==> config.mk <==
export PLATFORM = sky130hd
export DESIGN_NAME = stfms_ctrl
export DESIGN_NICKNAME = d
export VERILOG_FILES = /design/src/design/stfms_pkg.sv /design/src/design/stfms_ctrl.sv
export SDC_FILE = /design/constraint.sdc
export NUM_CORES = 1
export LEC_CHECK = 0
export BUFFER_PORTS_ARGS = -buffer_cell sky130_fd_sc_hd__buf_2
export CORE_AREA = 3 3 40 42
export DETAILED_ROUTE_END_ITERATION = 12
export DIE_AREA = 0 0 43 45
export PLACE_DENSITY = 0.5
export SYNTH_ARGS = -nofsm -noshare
export SYNTH_HDL_FRONTEND = slang
export SYNTH_SLANG_ARGS = --single-unit
==> constraint.sdc <==
create_clock -name clk -period 2.7 [get_ports clk]
set_input_delay 0.81 -clock clk [delete_from_list [all_inputs] [get_ports clk]]
set_output_delay 0.81 -clock clk [all_outputs]
set_load 0.1 [all_outputs]
==> src/design/stfms_pkg.sv <==
// Shared types and constants for the sorted-table first-match search block.
// Holds the request/response beat formats and the controller/datapath link.
// No dependencies.
`timescale 1ns / 1ps
`default_nettype none

package stfms_pkg;

    localparam int LEN_W   = 11;
    localparam int IDX_W   = 10;
    localparam int WORD_W  = 32;
    localparam int POS_W   = 11;
    localparam int APB_AW  = 3;
    localparam int APB_DW  = 32;

    localparam logic REQ_WRITE  = 1'b0;
    localparam logic REQ_SEARCH = 1'b1;

    localparam logic REG_TABLE_LENGTH = 1'b0;

    typedef struct packed {
        logic                     req_type;
        logic [IDX_W-1:0]         entry_index;
        logic signed [WORD_W-1:0] entry_value;
        logic signed [WORD_W-1:0] search_key;
    } req_t;

    typedef struct packed {
        logic             found;
        logic [POS_W-1:0] position;
    } rsp_t;

    typedef struct packed {
        logic write;
        logic start;
        logic issue;
        logic update;
        logic finish;
    } cmd_t;

    typedef struct packed {
        logic range_open;
    } status_t;

endpackage

`default_nettype wire

==> src/design/stfms_ctrl.sv <==
// Sequencer for the sorted-table search: accepts request beats, steps the
// probe loop (read, then compare) and owns the response valid flag.
// Depends on stfms_pkg.
`timescale 1ns / 1ps
`default_nettype none

module stfms_ctrl
(
    input  wire logic              clk,
    input  wire logic              rst_n,
    input  wire logic              req_valid,
    input  wire logic              req_type,
    output logic                   req_ready,
    output logic                   rsp_valid,
    input  wire logic              rsp_ready,
    input  wire stfms_pkg::status_t status,
    output stfms_pkg::cmd_t        cmd
);
    import stfms_pkg::*;

    typedef enum logic [3:0] {
        ST_IDLE = 4'b0001,
        ST_READ = 4'b0010,
        ST_CMP  = 4'b0100,
        ST_DONE = 4'b1000
    } state_t;

    state_t state_reg;
    state_t state_next;
    logic   rsp_valid_reg;
    logic   rsp_valid_next;

    assign req_ready = (state_reg == ST_IDLE);
    assign rsp_valid = rsp_valid_reg;

    always_comb
    begin
        state_next     = state_reg;
        cmd            = '0;
        rsp_valid_next = rsp_valid_reg && !rsp_ready;
        case (state_reg)
            ST_IDLE:
            begin
                if (req_valid)
                begin
                    if (req_type == REQ_SEARCH)
                    begin
                        cmd.start  = 1'b1;
                        state_next = ST_READ;
                    end
                    else
                    begin
                        cmd.write = 1'b1;
                    end
                end
            end
            ST_READ:
            begin
                if (status.range_open)
                begin
                    cmd.issue  = 1'b1;
                    state_next = ST_CMP;
                end
                else
                begin
                    state_next = ST_DONE;
                end
            end
            ST_CMP:
            begin
                cmd.update = 1'b1;
                state_next = ST_READ;
            end
            ST_DONE:
            begin
                if (!rsp_valid_reg || rsp_ready)
                begin
                    cmd.finish     = 1'b1;
                    rsp_valid_next = 1'b1;
                    state_next     = ST_IDLE;
                end
            end
            default:
            begin
                state_next = ST_IDLE;
            end
        endcase
    end

    always_ff @(posedge clk or negedge rst_n)
    begin
        if (!rst_n)
        begin
            state_reg     <= ST_IDLE;
            rsp_valid_reg <= 1'b0;
        end
        else
        begin
            state_reg     <= state_next;
            rsp_valid_reg <= rsp_valid_next;
        end
    end

endmodule

`default_nettype wire

Word-level counts from Yosys, hierarchy flattened
Index checks and enable logic that the tools add are counted.

Bits in registers: 5.

Equality and inequality tests: 7. Multiplexer cells: 16. Reduce and logical (&&, ||, !) cells: 5.

Operators by type and width (number): $mux W4 (4); $pmux W4 S4 (1); $mux W1 (9); $ne A2 B2 Y1 const B (3); $eq A4 B1 Y1 const B (1); $eq A4 B2 Y1 const B (1); $eq A4 B3 Y1 const B (1); $eq A4 B4 Y1 const B (1); $mux W2 (2); $reduce_and A3 Y1 (1); $logic_not A1 Y1 (2); $logic_and A1 B1 Y1 (1); $logic_or A1 B1 Y1 (1).

Longest topological paths before layout
Gate-level depths: netlist of run 1.

Depth in word-level cells: 4. Depth in mapped cells: 4. Depth with buffers taken out: 3.

Least setup slack after synthesis of run 1
OpenSTA, ideal clock, no wires.

Path kind: register -> output. Start: reg state_reg[1]. End: out cmd[4] (netlist name). Arrival time: 2.567 ns. Data required time: 1.890 ns. Path slack: -0.677 ns. Cell stages (with the launch flop): 4. Cells stage by stage: dfrtp_1 buf_6 nor4b_4 and3b_1.

RTL lines: start: declaration (RTL line stfms_ctrl.sv:28) `state_t state_reg;`; start signal: assignment (RTL line stfms_ctrl.sv:99) `state_reg <= state_next;`; end: declaration (RTL line stfms_ctrl.sv:17) `output stfms_pkg::cmd_t cmd`.

==> results.cfg, run 1 <==
[floorplanning]
dieHeight_um = 45
io_pins = 13
rows = 13
core-area_sq_mm = 0.00128
dieArea_sq_mm = 0.00194
initial_core_util_pct = 25.2
die_w_um = 43

[timing]
final.min_clock_period_ps = 2510
tightestPinTransition_ps = 487
setup_viol = 0
rsz0062_at_grt = no
fmax_mhz = 399
finalCritPeriodShare_pct = 92.8
maxSlewHeadroom_pct = 67.8
skew_ps = 3.00
final_max_slew_viol_count = 0
hold_violations = 0

[synth]
ys.flop_type = dfrtp_1
synth.distinct_cells = 24
seq_area_frac_synth_pct = 39.0
synth_common_cells = 4 x dfrtp_1, 3 x inv_1, 2 x and4_2, 2 x o21ai_0
syn_inst = 31
syn-cell-area_sq_um = 324
synth_top_cell_area_share_pct = 30.9
yosys_register_bits = 5
ys_warn_count = 0
async_reset_ff_share_pct = 100
syn_avg_cell_area_sq_um = 10.5
synth_edf_count = 0
synthTopCellsByArea = dfrtp_1 31%, dfstp_2 8.1%, nor4b_4 7.3%
synth_top_cell_by_area = dfrtp_1
synth.most_common_cell = dfrtp_1
syn-num-nets = 37

[hold_path]
hold_path_class = in -> async

[status]
outcome = completed

[placed_design]
place_congestion = 0.622
place_inst = 56
place_hpwl_um = 526
port_buffers = 12

[final_layout]
drive_above_1_share_pct = 53.3
area_growth_pct = 29.3
largest_register_ffs = 4
diodes = 0
nets = 52
finalNonFillerCells = 60

[grt]
antenna_found_initial = 0
grt_pass1_vias = 267
track_usage_pct = 8.18
grt_start_max_net_pins = 11
grt_overflow_total = 0
grt_pass1_wl_um = 1090

[clock_network]
clk_path_buf_depth = 2
numCtsBuffers = 3
clkLatencyLatePin_ps = 240
htree_levels = 1
path_clk_slew_ps = 40
cts.sinks = 5
cts_resized = 0
cts_tree = built
ctsHoldBuffers = 0
cts_setup_buffers = 0
cts_root_buffer = clkbuf_4

[route]
wirelength_um = 651
ant_nets = 0
wire_per_inst_um = 10.9
drt-vias-per-instance = 4.80
first_iter_violations = 5
drc_errors = 0
drt-pass1-iter-count = 2
vias = 288

[pwr]
leakagePower_uw = 0.000217
ir_worst_vdd_v = 0.000358
total_power_uw = 241
p_per_area_mw_per_mm2 = 575

[setup_path]
critical_path_class = reg -> out
cp-end-kind = output port
critPathMaxFanout = 8
cp.arrival_ps = 1700
rr_worst_depth = 3
start_kind = flip-flop
cp.required_ps = 1890
rrSetupSlack_ps = 1510

[run]
cap_violations = 0
worst max-delay path, stage by stage, from the launching register on:
cell and delay (ps):
dfrtp_1 480, nor4b_4 310, and3_2 230, buf_2 430
final timing paths:
path / end / start
min in group clk: state_reg[0] / state_reg[0]
min reg2reg: state_reg[0] / state_reg[0]
max in group asynchronous: state_reg[0] / rst_n
max: cmd[3] / state_reg[3]
max reg2reg: state_reg[0] / state_reg[3]
min: state_reg[2] / rst_n
report_power, final:
part / switching [uW] / internal (uW)
sequential: 6.62 / 79.7
combinational: 51.9 / 17.1
clock: 29.7 / 55.8
total: 88.2 / 153
cell type report:
type / count / area [sq um]
clock buffers: 4 / 26.3
fillers: 146 / 866
inverters: 4 / 15.0
multi-input cells: 20 / 173
flip-flops and latches: 5 / 126
well taps: 15 / 18.8
repair buffers: 12 / 60.1
layout by cell type (no fill, tap or decap):
master / Yosys / layout
buf_2: 0 / 12
dfrtp_1: 4 / 4
inv_1: 3 / 3
clkbuf_4: 0 / 3
and4_2: 2 / 2
o21ai_0: 2 / 2
nor4b_4: 1 / 1
and3_2: 1 / 1
inv_2: 1 / 1
nor2_1: 1 / 1
nand2_1: 1 / 1
nor3_2: 0 / 1
nand3b_1: 1 / 1
a21oi_2: 0 / 1
and3b_1: 1 / 1
nand4b_1: 1 / 1
a211oi_1: 1 / 1
nor4_1: 1 / 1
nor3b_1: 1 / 1
o21a_1: 1 / 1
nor4bb_1: 1 / 1
a211o_1: 1 / 1
a31oi_2: 1 / 1
clkbuf_1: 0 / 1
dfstp_2: 1 / 1
through the flow:
| step | util [%] | instance area [sq um] | TNS [ps] | hold WS [ps] | setup slack (ps) |
|---|---|---|---|---|---|
| 5_1_grt | 32.6 | 419 | 0 | 361 | 89.8 |
| 4_1_cts | 32.6 | 419 | 0 | 363 | 178 |
| 2_1_floorplan | - | 333 | -1060 | 511 | -659 |
| 3_5_place_dp | 30.6 | 393 | 0 | 534 | 362 |
| 3_3_place_gp | 30.6 | 393 | 0 | 541 | 366 |
| 6_report | 32.6 | 419 | 0 | 370 | 194 |
logic make-up after synthesis:
group | Yosys count | share of synthesized area, %
flops | 5 | 39.0
simple gates | 13 | 34.7
buf+inv | 6 | 10.4
compound gates | 7 | 15.8
layer usage:
layer	vias to the layer above	global-route usage (%)	wire length (um)
met5	-	0	0
met4	0	5.42	0
met3	0	6.37	77
met2	12	11.4	302
met1	135	8.50	271
li1	141	-	-
Power figures use the tool's default switching activity.
==> run 2: changes to the inputs <==
--- a/config.mk
+++ b/config.mk
@@ -5,11 +5,13 @@
 export SDC_FILE = /design/constraint.sdc
 export NUM_CORES = 1
 export LEC_CHECK = 0
+export ABC_AREA = 1
 export BUFFER_PORTS_ARGS = -buffer_cell sky130_fd_sc_hd__buf_2
 export CORE_AREA = 3 3 40 42
+export CTS_BUF_LIST = sky130_fd_sc_hd__clkbuf_4 sky130_fd_sc_hd__clkbuf_8
 export DETAILED_ROUTE_END_ITERATION = 12
 export DIE_AREA = 0 0 43 45
-export PLACE_DENSITY = 0.5
+export PLACE_DENSITY = 0.48
 export SYNTH_ARGS = -nofsm -noshare
 export SYNTH_HDL_FRONTEND = slang
 export SYNTH_SLANG_ARGS = --single-unit
==> run 2 against run 1 <==
Against the previous run:
- design area shrank 3.6%
- sequential share of layout area up 1.1 points
- total power rose by 120%
- first-iteration DRC count grew 40%
- hold slack gained 6.4 ps
- clock-buffer cell count did not move
- area after synthesis fell by 8.1%
- maximum frequency grew 5.2%
- utilization is 1.2 points lower
==> results.cfg, run 2 <==
[clock_network]
htree_levels = 1
clk_path_buf_depth = 2
cts.sinks = 5
cts_root_buffer = clkbuf_4
ctsHoldBuffers = 0
path_clk_slew_ps = 40
cts_tree = built
cts_setup_buffers = 0
cts_resized = 0
numCtsBuffers = 3
clkLatencyLatePin_ps = 240

[pwr]
sw_frac_of_total_pct = 56.3
p_switching_uw = 293
p_per_area_mw_per_mm2 = 1290
total_power_uw = 520
p_int_uw = 227
p_comb_share_pct = 59.2
ir_worst_vdd_v = 0.000271
leakagePower_uw = 0.000236
power.share.sequential_pct = 22.6
clockPowerShare_pct = 18.1

[status]
outcome = completed

[route]
vias = 282
drt-vias-per-instance = 3.97
wire_per_inst_um = 8.68
ant_nets = 0
drt-pass1-iter-count = 4
wirelength_um = 616
first_iter_violations = 7
drc_errors = 0

[floorplanning]
rows = 13
dieHeight_um = 45
die_w_um = 43
io_pins = 13
initial_core_util_pct = 23.2
core-area_sq_mm = 0.00128
dieArea_sq_mm = 0.00194

[final_layout]
drive_above_1_share_pct = 48.2
largest_register_ffs = 4
mostFrequentLayoutCell = buf_2
diodes = 0
area_growth_pct = 35.7
post-route-util_pct = 31.5
nets = 63
finalNonFillerCells = 71
final_cell_mix = 12 x buf_2, 8 x nor2_1, 6 x nor2_2, 6 x inv_1, 5 x nand2_1

[setup_path]
crit_top_cell = nor2_2
rr_worst_depth = 5
cp_cell_sequence = nor2_2 > nand3_2 > clkinv_2 > nand2_2 > nor2_2 > buf_2
cp-end-kind = output port
critical_path_class = reg -> out
start_kind = flip-flop
critPathMaxFanout = 4
crit_slowest_cell = buf_2
cp.required_ps = 1890
max_stage_delay_ps = 420
cp.arrival_ps = 1570

[synth]
ys_warn_count = 0
syn_avg_cell_area_sq_um = 7.26
ys.flop_type = dfrtp_1
async_reset_ff_share_pct = 100
synthTopCellsByArea = dfrtp_1 34%, nor2_1 13%, dfstp_2 8.8%
synth_common_cells = 10 x nor2_1, 6 x inv_1, 5 x nand2_1
synth_top_cell_by_area = dfrtp_1
yosys_register_bits = 5
syn-cell-area_sq_um = 298
synth.most_common_cell = nor2_1
synth_edf_count = 0
synth.distinct_cells = 15
synth_top_cell_area_share_pct = 33.6
syn_inst = 41
syn-num-nets = 47
seq_area_frac_synth_pct = 42.4

[timing]
fmax_mhz = 420
hold_violations = 0
skew_ps = 2.36
final.min_clock_period_ps = 2380
maxSlewHeadroom_pct = 67.8
rsz0062_at_grt = no
tightestPinTransition_ps = 487
fin_ws_ps = 319
final_max_slew_viol_count = 0
setup_tns_ps = 0
finalCritPeriodShare_pct = 88.2
setup_viol = 0

[grt]
track_usage_pct = 7.94
grt_pass1_wl_um = 1050
grt_overflow_total = 0
grt_start_max_net_pins = 6
antenna_found_initial = 0
grt_pass1_vias = 261

[placed_design]
place_inst = 67
port_buffers = 12
place_hpwl_um = 529
place_congestion = 0.651
post-place-ws_ps = 371

[hold_path]
hold_path_class = in -> async

[run]
cap_violations = 0
-- run 2: per-layer routing --
metal  part of all wire [%]  global-route usage, %  wire (um)
met1                     45                   8.78        279
met2                     44                   11.1        268
met3                    9.6                   6.37         59
met4                    1.6                   3.61         10
met5                      0                      0          0
-- run 2: critical path: cells and delay by family, from the launching register on --
| kind | cells | cell delay (ps) |
|---|---|---|
| buf+inv | 2 | 520 |
| simple gates | 4 | 420 |
| flops | 1 | 400 |
-- run 2: cells by family after synthesis --
kind of cell	after synthesis	synth area share, %
simple gates	25	40.3
compound gates	2	4.20
buf+inv	9	13.0
flops	5	42.4
-- run 2: layout make-up --
class / instances / area, sq um
clock buffers: 4 / 30.0
repair buffers: 12 / 60.1
fillers: 143 / 881
well taps: 15 / 18.8
multi-input cells: 27 / 138
flip-flops and latches: 5 / 126
inverters: 8 / 31.3
-- run 2: per-stage QoR --
step | cell area, sq um | hold WS (ps)
after floorplan | 303 | 514
after global placement | 374 | 628
after detailed placement | 374 | 618
after CTS | 404 | 374
after global routing | 404 | 375
final | 404 | 376
-- run 2: power by group through the flow --
stage | clock [uW] | sequential [uW] | combinational [uW]
2_1_floorplan | 0 | 126 | 260
3_3_place_gp | 0 | 118 | 313
3_5_place_dp | 0 | 119 | 311
4_1_cts | 99.1 | 118 | 312
5_1_grt | 105 | 121 | 332
6_report | 94.4 | 118 | 308
-- run 2: path summary, 6_finish.rpt --
kind / from / to / slack [ps]
setup / recovery: state_reg[3] / cmd[4] / 320
hold / removal: rst_n / rsp_valid / 380
setup reg to reg: state_reg[0] / state_reg[1] / 1660
hold reg to reg: state_reg[2] / state_reg[2] / 620
max in group asynchronous: rst_n / state_reg[0] / 2110
min in group clk: state_reg[2] / state_reg[2] / 620
